**src/rtl/lkv_pkg.sv**
```systemverilog
// Package for the LRU key-value cache: payload structs, control structs
// and fixed constants. No dependencies.
`default_nettype none

package lkv_pkg;

  localparam int unsigned KEY_W = 32;
  localparam int unsigned VAL_W = 32;
  localparam int unsigned CAP_W = 5;

  localparam logic [CAP_W-1:0] CAP_RESET  = 5'd16;
  localparam logic [VAL_W-1:0] MISS_VALUE = '1;

  localparam logic FUNC_GET = 1'b0;
  localparam logic FUNC_PUT = 1'b1;

  typedef struct packed {
    logic                    func;
    logic signed [KEY_W-1:0] key;
    logic signed [VAL_W-1:0] value;
  } item_t;

  typedef struct packed {
    logic                    hit;
    logic signed [VAL_W-1:0] read_value;
    logic                    evicted;
    logic signed [KEY_W-1:0] evicted_key;
  } result_t;

  // controller -> datapath
  typedef struct packed {
    logic load;    // capture item, rewind address
    logic issue;   // read one entry, advance address
    logic upd;     // issued read belongs to the rank update pass
    logic decide;  // resolve the scan, write key/value on a put, load result
  } ctl_cmd_t;

  // datapath -> controller
  typedef struct packed {
    logic last;    // address is at the last entry
    logic found;   // scan found the key
    logic is_put;  // captured item is a put
  } dp_sts_t;

endpackage

`default_nettype wire

```
**src/rtl/lru_key_value_cache.sv**
```systemverilog
// Top level of the fully associative LRU key-value cache.
// Uses lkv_pkg, lkv_ctrl, lkv_datapath (which holds the lkv_ram instances).
//
//  channel   dir  handshake                        payload
//  --------  ---  -------------------------------  -------------------------
//  command   in   start & !busy                    item_i   (func/key/value)
//  result    out  result_strobe_o, one cycle       result_o (hit/read_value/
//                                                            evicted/evicted_key)
//  config    in   cfg_valid_i & cfg_ready_o        cfg_data_i (capacity)
//
//  One item at a time. An accepted item runs the search pass (registered
//  reads), the decision, the rank pass and the result cycle. A get miss
//  skips the rank pass. busy falls after the result.
//  Reset clears valid bits, count and state at once; no clearing sweep.
//  The receiver cannot stall. Capacity writes are always taken; make them idle.
`default_nettype none

module lru_key_value_cache #(
  parameter int unsigned ENTRIES = 16
) (
  input  logic                      clk_i,
  input  logic                      rst_ni,
  // command channel
  input  logic                      start,
  output logic                      busy,
  input  lkv_pkg::item_t            item_i,
  // result channel
  output logic                      result_strobe_o,
  output lkv_pkg::result_t          result_o,
  // configuration channel
  input  logic                      cfg_valid_i,
  output logic                      cfg_ready_o,
  input  logic [lkv_pkg::CAP_W-1:0] cfg_data_i
);

  import lkv_pkg::*;

  ctl_cmd_t cmd;
  dp_sts_t  sts;
  logic     cfg_we;

  // config register is a plain flop, always ready
  assign cfg_ready_o = 1'b1;
  assign cfg_we      = cfg_valid_i & cfg_ready_o;

  lkv_ctrl u_ctrl (
    .clk_i    (clk_i),
    .rst_ni   (rst_ni),
    .start_i  (start),
    .busy_o   (busy),
    .strobe_o (result_strobe_o),
    .cmd_o    (cmd),
    .sts_i    (sts)
  );

  // search, decide and rank update all live here; the controller
  // only sequences the passes
  lkv_datapath #(.ENTRIES(ENTRIES)) u_dp (
    .clk_i      (clk_i),
    .rst_ni     (rst_ni),
    .cmd_i      (cmd),
    .sts_o      (sts),
    .cfg_we_i   (cfg_we),
    .cfg_data_i (cfg_data_i),
    .item_i     (item_i),
    .result_o   (result_o)
  );

endmodule

`default_nettype wire

```
**src/rtl/lkv_ram.sv**
```systemverilog
// Generic simple dual-port RAM: one write port, one registered read port.
// No dependencies.
`default_nettype none

module lkv_ram #(
  parameter int unsigned WIDTH = 32,
  parameter int unsigned DEPTH = 16
) (
  input  logic                                   clk_i,
  input  logic                                   we_i,
  input  logic [((DEPTH > 1) ? $clog2(DEPTH) : 1)-1:0] waddr_i,
  input  logic [WIDTH-1:0]                       wdata_i,
  input  logic                                   re_i,
  input  logic [((DEPTH > 1) ? $clog2(DEPTH) : 1)-1:0] raddr_i,
  output logic [WIDTH-1:0]                       rdata_o
);

  logic [WIDTH-1:0] mem_q [DEPTH];
  logic [WIDTH-1:0] rdata_q;

  always_ff @(posedge clk_i) begin
    if (we_i) begin
      mem_q[waddr_i] <= wdata_i;
    end
    if (re_i) begin
      rdata_q <= mem_q[raddr_i];
    end
  end

  assign rdata_o = rdata_q;

endmodule

`default_nettype wire

```
**src/rtl/lkv_datapath.sv**
```systemverilog
// Datapath of the LRU cache: key, value and rank RAMs, valid bits,
// occupancy count, capacity register and scan/update logic. Uses lkv_pkg, lkv_ram.
`default_nettype none

module lkv_datapath #(
  parameter int unsigned ENTRIES = 16
) (
  input  logic                       clk_i,
  input  logic                       rst_ni,
  input  lkv_pkg::ctl_cmd_t          cmd_i,
  output lkv_pkg::dp_sts_t           sts_o,
  input  logic                       cfg_we_i,
  input  logic [lkv_pkg::CAP_W-1:0]  cfg_data_i,
  input  lkv_pkg::item_t             item_i,
  output lkv_pkg::result_t           result_o
);

  import lkv_pkg::*;

  localparam int unsigned IW = (ENTRIES > 1) ? $clog2(ENTRIES) : 1;
  localparam int unsigned CW = $clog2(ENTRIES + 1);
  localparam int unsigned MW = (CW > CAP_W) ? CW : CAP_W;
  localparam logic [IW-1:0] LAST_IDX  = IW'(ENTRIES - 1);
  localparam logic [MW-1:0] ENTRIES_M = MW'(ENTRIES);

  item_t              item_q;
  logic [CAP_W-1:0]   cap_q;
  logic [CW-1:0]      cnt_q;
  logic [ENTRIES-1:0] valid_q;
  logic [IW-1:0]      addr_q;
  logic               rd_vld_q;
  logic               rd_upd_q;
  logic [IW-1:0]      rd_idx_q;

  logic               found_q;
  logic [IW-1:0]      match_idx_q;
  logic [IW-1:0]      match_rank_q;
  logic [VAL_W-1:0]   match_val_q;
  logic [IW-1:0]      lru_idx_q;
  logic [KEY_W-1:0]   lru_key_q;
  logic               free_found_q;
  logic [IW-1:0]      free_idx_q;
  logic [IW-1:0]      tgt_q;
  logic [CW-1:0]      thr_q;
  result_t            res_q;

  logic [KEY_W-1:0]   key_rd;
  logic [VAL_W-1:0]   val_rd;
  logic [IW-1:0]      rank_rd;

  logic               ent_v;
  logic               scan_vld;
  logic               upd_vld;
  logic               key_hit;
  logic               lru_hit;
  logic               free_hit;
  logic               is_put;
  logic [MW-1:0]      cap_m;
  logic [MW-1:0]      cap_eff;
  logic               evict;
  logic [IW-1:0]      tgt_d;
  logic [CW-1:0]      thr_d;
  logic               kv_we;
  logic               ins_new;
  logic               is_tgt;
  logic               rank_we;
  logic [IW-1:0]      rank_wdata;
  result_t            res_d;
  logic [IW-1:0]      addr_d;

  // --- storage ---
  lkv_ram #(.WIDTH(KEY_W), .DEPTH(ENTRIES)) u_key_ram (
    .clk_i   (clk_i),
    .we_i    (kv_we),
    .waddr_i (tgt_d),
    .wdata_i (KEY_W'(item_q.key)),
    .re_i    (cmd_i.issue),
    .raddr_i (addr_q),
    .rdata_o (key_rd)
  );

  lkv_ram #(.WIDTH(VAL_W), .DEPTH(ENTRIES)) u_val_ram (
    .clk_i   (clk_i),
    .we_i    (kv_we),
    .waddr_i (tgt_d),
    .wdata_i (VAL_W'(item_q.value)),
    .re_i    (cmd_i.issue),
    .raddr_i (addr_q),
    .rdata_o (val_rd)
  );

  lkv_ram #(.WIDTH(IW), .DEPTH(ENTRIES)) u_rank_ram (
    .clk_i   (clk_i),
    .we_i    (rank_we),
    .waddr_i (rd_idx_q),
    .wdata_i (rank_wdata),
    .re_i    (cmd_i.issue),
    .raddr_i (addr_q),
    .rdata_o (rank_rd)
  );

  // --- scan of returned read data ---
  assign ent_v    = valid_q[rd_idx_q];
  assign scan_vld = rd_vld_q & ~rd_upd_q;
  assign upd_vld  = rd_vld_q & rd_upd_q;
  assign key_hit  = scan_vld & ent_v & ~found_q & (key_rd == KEY_W'(item_q.key));
  // ranks of valid entries are a permutation of 0..cnt-1, so LRU has rank cnt-1
  assign lru_hit  = scan_vld & ent_v & (CW'(rank_rd) == (cnt_q - CW'(1)));
  assign free_hit = scan_vld & ~ent_v & ~free_found_q;

  // --- decision ---
  assign is_put = (item_q.func == FUNC_PUT);
  assign cap_m  = MW'(cap_q);

  always_comb begin
    if (cap_m == '0) begin
      cap_eff = MW'(1);
    end else if (cap_m > ENTRIES_M) begin
      cap_eff = ENTRIES_M;
    end else begin
      cap_eff = cap_m;
    end
  end

  assign evict = (MW'(cnt_q) >= cap_eff);

  always_comb begin
    if (found_q) begin
      tgt_d = match_idx_q;
      thr_d = CW'(match_rank_q);
    end else if (evict) begin
      // eviction reuses the slot: same as promoting the LRU entry
      tgt_d = lru_idx_q;
      thr_d = cnt_q - CW'(1);
    end else begin
      tgt_d = free_idx_q;
      thr_d = cnt_q;
    end
  end

  assign kv_we   = cmd_i.decide & is_put;
  assign ins_new = cmd_i.decide & is_put & ~found_q & ~evict;

  always_comb begin
    res_d.hit         = found_q;
    res_d.evicted     = is_put & ~found_q & evict;
    res_d.read_value  = is_put ? '0 : (found_q ? match_val_q : MISS_VALUE);
    res_d.evicted_key = res_d.evicted ? lru_key_q : '0;
  end

  // --- rank update pass ---
  assign is_tgt     = (rd_idx_q == tgt_q);
  assign rank_we    = upd_vld & (is_tgt | (ent_v & (CW'(rank_rd) < thr_q)));
  assign rank_wdata = is_tgt ? '0 : (rank_rd + IW'(1));

  always_comb begin
    if (cmd_i.load | cmd_i.decide) begin
      addr_d = '0;
    end else if (cmd_i.issue) begin
      addr_d = (addr_q == LAST_IDX) ? '0 : (addr_q + IW'(1));
    end else begin
      addr_d = addr_q;
    end
  end

  // --- control registers ---
  always_ff @(posedge clk_i or negedge rst_ni) begin
    if (!rst_ni) begin
      cap_q        <= CAP_RESET;
      cnt_q        <= '0;
      valid_q      <= '0;
      addr_q       <= '0;
      rd_vld_q     <= 1'b0;
      rd_upd_q     <= 1'b0;
      found_q      <= 1'b0;
      free_found_q <= 1'b0;
    end else begin
      if (cfg_we_i) begin
        cap_q <= cfg_data_i;
      end
      if (ins_new) begin
        cnt_q               <= cnt_q + CW'(1);
        valid_q[free_idx_q] <= 1'b1;
      end
      addr_q   <= addr_d;
      rd_vld_q <= cmd_i.issue;
      rd_upd_q <= cmd_i.upd;
      if (cmd_i.load) begin
        found_q      <= 1'b0;
        free_found_q <= 1'b0;
      end else begin
        if (key_hit) begin
          found_q <= 1'b1;
        end
        if (free_hit) begin
          free_found_q <= 1'b1;
        end
      end
    end
  end

  // --- payload registers ---
  always_ff @(posedge clk_i) begin
    if (cmd_i.load) begin
      item_q <= item_i;
    end
    rd_idx_q <= addr_q;
    if (key_hit) begin
      match_idx_q  <= rd_idx_q;
      match_rank_q <= rank_rd;
      match_val_q  <= val_rd;
    end
    if (lru_hit) begin
      lru_idx_q <= rd_idx_q;
      lru_key_q <= key_rd;
    end
    if (free_hit) begin
      free_idx_q <= rd_idx_q;
    end
    if (cmd_i.decide) begin
      tgt_q <= tgt_d;
      thr_q <= thr_d;
      res_q <= res_d;
    end
  end

  assign sts_o.last   = (addr_q == LAST_IDX);
  assign sts_o.found  = found_q;
  assign sts_o.is_put = is_put;
  assign result_o     = res_q;

endmodule

`default_nettype wire

```
**src/rtl/lkv_ctrl.sv**
```systemverilog
// Controller of the LRU cache: sequences the scan pass, the decision and
// the rank update pass. Uses lkv_pkg.
`default_nettype none

module lkv_ctrl (
  input  logic              clk_i,
  input  logic              rst_ni,
  input  logic              start_i,
  output logic              busy_o,
  output logic              strobe_o,
  output lkv_pkg::ctl_cmd_t cmd_o,
  input  lkv_pkg::dp_sts_t  sts_i
);

  import lkv_pkg::*;

  localparam logic [2:0] ST_IDLE     = 3'd0;
  localparam logic [2:0] ST_SCAN     = 3'd1;
  localparam logic [2:0] ST_SCAN_END = 3'd2;
  localparam logic [2:0] ST_DECIDE   = 3'd3;
  localparam logic [2:0] ST_UPD      = 3'd4;
  localparam logic [2:0] ST_UPD_END  = 3'd5;
  localparam logic [2:0] ST_DONE     = 3'd6;

  logic [2:0] state_q;
  logic [2:0] state_d;

  always_comb begin
    state_d = state_q;
    cmd_o   = '0;
    unique case (state_q)
      ST_IDLE: begin
        if (start_i) begin
          cmd_o.load = 1'b1;
          state_d    = ST_SCAN;
        end
      end
      ST_SCAN: begin
        cmd_o.issue = 1'b1;
        if (sts_i.last) begin
          state_d = ST_SCAN_END;
        end
      end
      ST_SCAN_END: begin
        state_d = ST_DECIDE;
      end
      ST_DECIDE: begin
        cmd_o.decide = 1'b1;
        // get miss leaves the ranks alone
        if (!sts_i.found && !sts_i.is_put) begin
          state_d = ST_DONE;
        end else begin
          state_d = ST_UPD;
        end
      end
      ST_UPD: begin
        cmd_o.issue = 1'b1;
        cmd_o.upd   = 1'b1;
        if (sts_i.last) begin
          state_d = ST_UPD_END;
        end
      end
      ST_UPD_END: begin
        state_d = ST_DONE;
      end
      ST_DONE: begin
        state_d = ST_IDLE;
      end
      default: begin
        state_d = ST_IDLE;
      end
    endcase
  end

  always_ff @(posedge clk_i or negedge rst_ni) begin
    if (!rst_ni) begin
      state_q <= ST_IDLE;
    end else begin
      state_q <= state_d;
    end
  end

  assign busy_o   = (state_q != ST_IDLE);
  assign strobe_o = (state_q == ST_DONE);

endmodule

`default_nettype wire

```
**config.mk**
```make
export PLATFORM = sky130hd
export DESIGN_NAME = lru_key_value_cache
export DESIGN_NICKNAME = d
export VERILOG_FILES = /design/src/rtl/lkv_pkg.sv /design/src/rtl/lru_key_value_cache.sv /design/src/rtl/lkv_ram.sv /design/src/rtl/lkv_datapath.sv /design/src/rtl/lkv_ctrl.sv
export SDC_FILE = /design/constraint.sdc
export NUM_CORES = 1
export LEC_CHECK = 0
export ABC_CLOCK_PERIOD_IN_PS = 12100
export BUFFER_PORTS_ARGS = -buffer_cell sky130_fd_sc_hd__buf_4
export CORE_ASPECT_RATIO = 1.25
export CORE_UTILIZATION = 45
export DETAILED_ROUTE_END_ITERATION = 12
export SYNTH_ARGS = -nofsm -noshare
export SYNTH_HDL_FRONTEND = slang
export SYNTH_HIERARCHICAL = 1
export SYNTH_SLANG_ARGS = --single-unit
```
**constraint.sdc**
```tcl
create_clock -name clk_i -period 12.1 [get_ports clk_i]
set_input_delay 3.025 -clock clk_i [delete_from_list [all_inputs] [get_ports clk_i]]
set_output_delay 3.025 -clock clk_i [all_outputs]
set_load 0.01 [all_outputs]
```
Yosys cells after proc, flatten, opt, wreduce, memory -nomap -nowiden. Memory sizes are Yosys's and may differ from the RTL's. A register that Yosys moved wholly into a read port is not among the register bits. Cells that the tools add are included.

Equal/unequal tests: 13. Mux-type cells: 33. $lt $le $gt $ge: 6. Bitwise operators: 23. Reductions and logical operators: 12. Add/subtract/negate cells: 4.

Operators by type and width (number): == test 32 bit (1); two-way mux 32 bit (1); two-way mux 4 bit (7); one-hot mux 3 bit (6 select lines) (1); OR 16 bit (1); bitwise AND 1 bit (15); two-way mux 1 bit (15); two-way mux 5 bit (3); < comparator 4 x 5 -> 1 bit, second input constant (2); == test 3 bit, second input constant (3); two-way mux 3 bit (3); adder 4 x 1 -> 4 bit, second input constant (2); == test 3 x 2 -> 1 bit, second input constant (2); != test 2 bit, second input constant (3); nonzero test 2 bit (3); adder 5 x 1 -> 5 bit, second input constant (1); == test 4 x 5 -> 1 bit (1); greater-or-equal comparator 5 bit (1); greater-than comparator 5 bit, second input constant (1); zero test 5 bit (1); < comparator 4 x 5 -> 1 bit (1); NOT 1 bit (5); subtractor 5 x 1 -> 5 bit, second input constant (1); binary-select mux 1 bit (select 4 bit) (1); 13 further kinds (16).

RAM bits: 1088. Memories kept: 3. Register bits: 261. Input bits: 74. Output and inout port bits: 69.

Memories: u_dp.u_key_ram.mem_q (depth 16, bits a word 32, read ports 1, clocked after Yosys merged registers in 1, write ports 1, RTL line lkv_ram.sv:18) `logic [WIDTH-1:0] mem_q [DEPTH];`; u_dp.u_val_ram.mem_q (depth 16, bits a word 32, read ports 1, clocked after Yosys merged registers in 1, write ports 1, RTL line lkv_ram.sv:18); u_dp.u_rank_ram.mem_q (depth 16, bits a word 4, read ports 1, clocked after Yosys merged registers in 1, write ports 1, RTL line lkv_ram.sv:18).

Depth between registers and ports, before layout. Gate-level depths: netlist (run 1).

Depth in word-level cells: 7. Depth in mapped cells: 13. Gate-level depth less buffers: 12.

By module. The synthesis (run 1) kept the hierarchy.

Modules (own cells, without submodules): lkv_ram (u_dp.u_val_ram) (cells an instance 838, area an instance 20174.3 um2, times used 1); lkv_ram (u_dp.u_key_ram) (cells an instance 838, area an instance 20156.8 um2, times used 1); lkv_datapath (cells an instance 588, area an instance 9719.3 um2, times used 1); lkv_ram (u_dp.u_rank_ram) (cells an instance 130, area an instance 2706.3 um2, times used 1); lkv_ctrl (cells an instance 26, area an instance 216.5 um2, times used 1); lru_key_value_cache (cells an instance 2, area an instance 11.3 um2, times used 1).

Least setup slack after synthesis (run 1). Ideal clock, no wire load.

Path type: register -> register. Start point: register u_ctrl.state_q[0]. End point: memory u_dp.u_key_ram.mem_q[0][0], enable pin. Required time: 11.639 ns. Slack: 4.539 ns. Library setup time: 0.461 ns. Stages on the path, launching flop included: 8. Data arrival time: 7.100 ns. Path through: dfrtp_1 -> buf_2 -> nand2_1 -> nor2_1 -> nand2_1 -> inv_1 -> or3b_2 -> nor3_1.

RTL lines: from (decl) (RTL line lkv_ctrl.sv:25) `logic [2:0] state_q;`; from (signal assigned) (RTL line lkv_ctrl.sv:79) `state_q <= state_d;`; to (decl) (RTL line lkv_ram.sv:18).

Final worst setup path (run 1).
Start point: register u_ctrl.state_q[2]. End point: output port result_strobe_o.

Longest elaborated chain between the ends: 1.

RTL lines: == test 3 bit (RTL line lkv_ctrl.sv:84) `assign strobe_o = (state_q == ST_DONE);`; to (decl) (RTL line lru_key_value_cache.sv:28) `output logic result_strobe_o,`.

Every way passes these cells.

==> flow_metrics.py, run 1 <==
metrics = {
    "run_status": {
        "outcome": "finished clean",
    },
    "sta": {
        "hold_viol": 0,
        "fmax_mhz": 198,
        "period_needed_ps": 5040,
        "finalMaxSlewViolations": 0,
        "hold_ws_ps": 423,
        "rsz0062_at_grt": "no",
        "setup_violations": 0,
        "worstMarginPinSlew_ps": 1310,
        "fin_worst_skew_ps": 28.2,
        "relSlewSlack_pct": 12.2,
        "tns_ps": 0,
        "fin_ws_ps": 7060,
        "period_share_pct": 41.6,
    },
    "clock_tree": {
        "clk_path_buf_depth": 3,
        "h-tree-depth": 4,
        "cts_tree": "yes",
        "cts-root-buf": "clkbuf_16",
        "cts_buffers": 138,
        "cts.clk_slew.worst_paths_ps": 60,
        "cts_sinks": 1417,
        "post-cts-setup-buffer-count": 0,
        "cts_hold_buf": 0,
        "clock_latency_ps": 750,
        "cts.repair.resized": 0,
    },
    "place": {
        "place_area_mm2": 0.0562,
        "dp_hpwl_mm": 63.5,
        "port_buffers": 141,
        "dp_slack_ps": 6770,
        "place_congestion": 0.753,
    },
    "detailed_routing": {
        "via_per_inst": 5.64,
        "drtIter0Drc": 1850,
        "dr.pass1.iters": 5,
        "drtAntennaViolNets": 0,
        "wl_mm": 114,
        "route.detailed.drc": 0,
        "routed-via-count": 24319,
        "wl_per_cell_um": 26.5,
    },
    "worst_setup_path": {
        "r2r_cells": 14,
        "startpoint_type": "flip-flop",
        "crit_chain": "nand2_1 > nor2_1 > buf_4",
        "crit_required_ps": 9070,
        "worst_setup_path_end_kind": "output port",
        "critical-path-max-stage-delay_ps": 570,
        "reg2reg_from": "u_dp/cap_m[3]$_DFFE_PN0P_",
        "reg2reg_to": "u_dp/u_val_ram/mem_q[8][22]$_DFFE_PP_",
        "cpMaxStageDelayCell": "dfrtp_1",
        "startpoint": "u_ctrl/state_q[2]$_DFFE_PN0P_",
        "regToRegSetupSlack_ps": 7330,
        "crit_fanout": 11,
        "critPathArrivalTime_ps": 2010,
        "path_class": "flip-flop to output port",
    },
    "synth": {
        "synth.largest_area_cell": "edfxtp_1",
        "synthAdderAreaFrac_pct": 0.283,
        "synth-seq-area-share_pct": 79.9,
        "synth-compound-area-share_pct": 2.81,
        "synth_mux_area_share_pct": 12.2,
        "synthCells": 2422,
        "netlist_area_mm2": 0.0530,
        "synth_nets": 2508,
        "synth_simple_gate_area_share_pct": 2.56,
        "synth_top_area_share_pct": 78.0,
        "synth.area.top_cells": "edfxtp_1, mux4_2, a22oi_1",
        "syn_area_per_cell_um2": 21.9,
        "yosysMostFrequentCell": "edfxtp_1",
        "synth_top_family_by_area": "multiplexers",
        "yosys.area_share.xor_xnor_pct": 0.827,
        "synth_common_cells": "edfxtp_1, mux4_2, a22oi_1",
        "ys_types": 52,
        "synthArstFlopShare_pct": 2.61,
        "ys.warnings.count": 6,
        "synthFlopType": "edfxtp_1",
        "ys_seq_elements": 1417,
        "synth-edff-count": 1376,
    },
    "power": {
        "p_per_area_mw_per_mm2": 218,
        "finalPower_uw": 13200,
        "p_leak_uw": 0.0194,
        "vdd_drop_max_uv": 224,
    },
    "global_routing": {
        "grt_max_degree": 146,
        "grt_pass1_vias": 25878,
        "grt_pass1_wl_mm": 169,
        "grt_overflow": 0,
        "antenna_found_initial": 0,
        "track_usage_pct": 19.6,
    },
    "floorplan": {
        "core_area_mm2": 0.117,
        "die_area_mm2": 0.119,
        "ios": 143,
        "initial_core_util_pct": 45.4,
        "num_rows": 140,
        "fp.dieW_um": 309,
        "die_h_um": 386,
    },
    "worst_hold_path": {
        "hp-class": "flip-flop to flip-flop",
        "worstHoldEndpoint": "u_dp/match_val_q[16]$_DFFE_PP_",
        "worstHoldPathCells": 0,
        "worstHoldStart": "u_dp/u_val_ram/rdata_o[16]$_DFFE_PP_",
    },
    "layout": {
        "drive_gt1_share_pct": 25.8,
        "nets": 2732,
        "syn_to_final_growth_pct": 14.3,
        "antenna_cells": 0,
        "final_area_mm2": 0.0606,
    },
    "job": {
        "cap_violations": 0,
    },
}
flip-flops by register name, indices dropped and copies added, names as in the netlist, 5 cells and up:
| name | flops |
|---|---|
| u_dp/u_val_ram/mem_q | 512 |
| u_dp/valid_q | 16 |
| u_dp/u_key_ram/rdata_o | 32 |
| u_dp/lru_key_q | 32 |
| u_dp/match_val_q | 32 |
| u_dp/cap_m | 5 |
| u_dp/result_o | 66 |
| u_dp/cnt_q | 5 |
| u_dp/u_key_ram/mem_q | 512 |
| u_dp/item_q | 64 |
| u_dp/thr_q | 5 |
| u_dp/u_val_ram/rdata_o | 32 |
| u_dp/u_rank_ram/mem_q | 64 |
kinds of logic (layout without fill, tap and decap cells):
| family | after synthesis | after routing |
|---|---|---|
| buffers and inverters | 159 | 488 |
| other | 1 | 1 |
| XOR/XNOR | 50 | 50 |
| flip-flops | 1417 | 1417 |
| adder cells (fa/ha/maj) | 12 | 12 |
| AO/OA/AOI/OAI | 213 | 213 |
| multiplexers | 292 | 292 |
| AND/OR/NAND/NOR | 278 | 278 |
cells in the final DEF (no fill, tap or decap), drive strengths merged, types with 13 or more instances in the layout:
cell / synthesis / routed
xnor2: 19 / 19
a21oi: 39 / 39
inv: 43 / 48
edfxtp: 1376 / 1376
nor3: 18 / 18
xor2: 31 / 31
and2: 35 / 35
nor2b: 13 / 13
nor2: 60 / 60
nand3: 15 / 15
a22oi: 133 / 133
o21ai: 16 / 16
nand2: 93 / 93
clkbuf: 50 / 178
clkinv: 0 / 50
dfrtp: 36 / 36
buf: 66 / 200
mux4: 277 / 277
layout make-up:
cell class	instances	area [µm²]
Clock buffer	178	3750
Inverter	43	161
Timing Repair Buffer	200	1530
Tap cell	1562	1950
Fill cell	9129	56100
Sequential cell	1417	42300
Multi-Input combinational cell	846	10200
Clock inverter	67	629
report_power, final:
group	leakage, µW	switching, µW	internal (µW)	total (µW)
registers	0.0130	424	6070	6490
logic	0.00433	1420	1120	2540
clock network	0.00213	1760	2420	4180
worst max-delay path: cells and delay by family (launching register included):
| kind | cells | cell delay (ps) |
|---|---|---|
| buffers and inverters | 1 | 230 |
| flip-flops | 1 | 570 |
| AND/OR/NAND/NOR | 2 | 480 |
per-stage QoR:
step,instances,util (%)
6_report,4313,51.9
2_1_floorplan,2422,-
4_1_cts,4313,51.9
3_5_place_dp,4068,48.2
5_1_grt,4313,51.9
3_3_place_gp,4068,48.2
worst max path at each step:
stage,to,slack [ps],depth (start not counted)
final,result_strobe_o,7060,3
after global routing,result_strobe_o,6920,3
after CTS,result_strobe_o,7020,3
after detailed placement,u_dp/item_q[53]$_DFFE_PP_,6770,4
after global placement,u_dp/item_q[53]$_DFFE_PP_,6830,4
after floorplan,u_dp/u_key_ram/mem_q[0][0]$_DFFE_PP_,4540,7
layer usage:
layer | vias to the layer above | wire (µm) | GRT usage [%]
met5 | - | 0 | 0
met4 | 0 | 2160 | 5.33
met3 | 148 | 5650 | 3.60
met2 | 673 | 60400 | 34.5
met1 | 13060 | 45900 | 24.9
li1 | 10438 | - | -
No activity file was read; power rests on OpenSTA's default activity.
==> inputs of run 2 (changes only) <==
- ABC_CLOCK_PERIOD_IN_PS: 12100 -> 4700
- clock period: 12.1 -> 4.7 ns (I/O delays scaled with it)
==> run 2 against run 1 <==
Compared with the run above:
- sequential share of layout area decreased by 0.63 points
- combinational power increased to 2.8 times the previous value
- worst setup slack got worse by 6800 ps
- clock skew decreased by 2.0 ps
- register-to-register slack got worse by 7100 ps
- critical path depth increased by 9
- global-route usage about the same
- via count about the same
- first-iteration DRC count increased by 11%
- non-clock buffer count increased by 23
- die area unchanged
- hold slack got worse by 30 ps
- critical path type is now flip-flop to flip-flop
- critical endpoint is now u_dp/u_key_ram/mem_q[10][20]$_DFFE_PP_
==> flow_metrics.py, run 2 (same netlist as run 1, synthesis figures left out) <==
metrics = {
    "detailed_routing": {
        "dr.pass1.iters": 5,
        "route.detailed.drc": 0,
        "routed-via-count": 24306,
        "wl_per_cell_um": 26.3,
        "via_per_inst": 5.59,
        "drtAntennaViolNets": 0,
        "drtIter0Drc": 2051,
        "wl_mm": 114,
    },
    "place": {
        "dp_cells": 4091,
        "place_congestion": 0.785,
        "dp_hpwl_mm": 70.0,
        "place_area_mm2": 0.0567,
        "port_buffers": 141,
    },
    "worst_setup_path": {
        "r2r_cells": 12,
        "reg2reg_from": "u_dp/cap_m[3]$_DFFE_PN0P_",
        "crit_required_ps": 5060,
        "path_class": "flip-flop to flip-flop",
        "reg2reg_to": "u_dp/u_key_ram/mem_q[10][20]$_DFFE_PP_",
        "worst_setup_path_end_kind": "flip-flop",
        "critPathArrivalTime_ps": 4820,
        "regToRegSetupSlack_ps": 240,
        "startpoint_type": "flip-flop",
        "crit_fanout": 32,
    },
    "layout": {
        "final_common_cell": "edfxtp_1",
        "final_area_mm2": 0.0611,
        "layout.cells.non_filler": 4347,
        "nets": 2757,
        "syn_to_final_growth_pct": 15.3,
        "fillers": 9138,
        "finish.utilization_pct": 52.4,
        "layout_common_cells": "edfxtp_1, mux4_2, buf_4, clkbuf_16, a22oi_1",
        "drive_gt1_share_pct": 27.0,
    },
    "clock_tree": {
        "cts.repair.resized": 0,
        "cts_buffers": 140,
        "cts_hold_buf": 0,
        "clk_path_buf_depth": 3,
        "cts_sinks": 1417,
        "post-cts-setup-buffer-count": 0,
        "cts_tree": "yes",
        "h-tree-depth": 4,
        "cts-root-buf": "clkbuf_16",
        "clock_latency_ps": 760,
        "cts.clk_slew.worst_paths_ps": 60,
    },
    "floorplan": {
        "ios": 143,
        "die_h_um": 386,
        "initial_core_util_pct": 45.4,
        "fp.dieW_um": 309,
        "die_area_mm2": 0.119,
        "core_area_mm2": 0.117,
        "num_rows": 140,
    },
    "global_routing": {
        "antenna_found_initial": 2,
        "grt_overflow": 0,
        "grt_pass1_wl_mm": 169,
        "grt_pass1_vias": 25575,
        "grt_max_degree": 59,
        "track_usage_pct": 19.6,
    },
    "sta": {
        "period_needed_ps": 4460,
        "relSlewSlack_pct": 16.6,
        "finalMaxSlewViolations": 0,
        "fin_worst_skew_ps": 26.2,
        "tns_ps": 0,
        "rsz0062_at_grt": "no",
        "worstMarginPinSlew_ps": 1250,
        "setup_violations": 0,
        "period_share_pct": 94.8,
        "fmax_mhz": 224,
        "hold_viol": 0,
    },
    "run_status": {
        "outcome": "finished clean",
    },
    "power": {
        "p_per_area_mw_per_mm2": 565,
        "finalPower_uw": 34500,
        "vdd_drop_max_uv": 380,
        "p_leak_uw": 0.0196,
    },
    "job": {
        "cap_violations": 0,
    },
    "worst_hold_path": {
        "hp-class": "input port to async pin",
    },
}
run 2: cell types whose count changed in the layout (fill, tap and decap cells not counted), sizes merged:
cell	change
buf	+23
clkinv	+8
clkbuf	-6
inv	+5
clkinvlp	+4
bufinv	-2
diode	+2
run 2: worst max-delay path, cell delays in order, from the launching register on:
cell	delay, ps
dfrtp_1	400
nor3_1	190
nor2_1	50
nor2_1	100
ha_1	230
nand2b_1	140
a21o_1	170
a21oi_1	200
o21ai_1	270
mux2i_1	250
o21ai_1	360
nand3b_1	570
nor2_4	1050
run 2: final cells by class:
| class | count | area (µm²) | area share, % |
|---|---|---|---|
| Antenna cell | 2 | 5.00 | 0.00819 |
| Clock buffer | 172 | 3670 | 6.01 |
| Clock inverter | 82 | 743 | 1.22 |
| Multi-Input combinational cell | 846 | 10300 | 16.8 |
| Inverter | 43 | 161 | 0.264 |
| Timing Repair Buffer | 223 | 1970 | 3.23 |
| Sequential cell | 1417 | 42300 | 69.3 |
| Tap cell | 1562 | 1950 | 3.20 |
run 2: worst max-delay path by stage:
stage	start	end	cells after the start
finish	u_dp/cap_m[3]$_DFFE_PN0P_	u_dp/u_key_ram/mem_q[10][20]$_DFFE_PP_	12
global route	u_dp/cap_m[3]$_DFFE_PN0P_	u_dp/u_key_ram/mem_q[10][12]$_DFFE_PP_	12
CTS	u_dp/cap_m[3]$_DFFE_PN0P_	u_dp/u_key_ram/mem_q[11][21]$_DFFE_PP_	12
detailed placement	u_dp/cap_m[3]$_DFFE_PN0P_	u_dp/u_key_ram/mem_q[11][16]$_DFFE_PP_	12
global placement	u_dp/cap_m[3]$_DFFE_PN0P_	u_dp/u_key_ram/mem_q[9][16]$_DFFE_PP_	12
floorplan	u_dp/cap_m[3]$_DFFE_PN0P_	u_dp/u_val_ram/mem_q[15][0]$_DFFE_PP_	13
run 2: per-stage QoR:
step           setup WS [ps]  hold slack, ps
2_1_floorplan          -9.77             400
3_3_place_gp             185             404
3_5_place_dp             223             406
4_1_cts                  173             353
5_1_grt                 3.71             396
6_report                 244             393
run 2: power breakdown:
group / internal [µW] / total (µW) / leakage, µW / switching, µW
Clock: 6100 / 10800 / 0.00215 / 4670
Combinational: 3010 / 6990 / 0.00453 / 3980
Sequential: 15600 / 16800 / 0.0130 / 1130
Total: 24700 / 34500 / 0.0196 / 9780
run 2: per-layer routing:
metal,track usage (%),up-vias,wire length (µm)
met1,26.5,12950,47500
li1,-,10507,-
met4,5.12,2,2130
met3,3.21,150,5630
met2,33.2,697,58900
met5,0,-,9
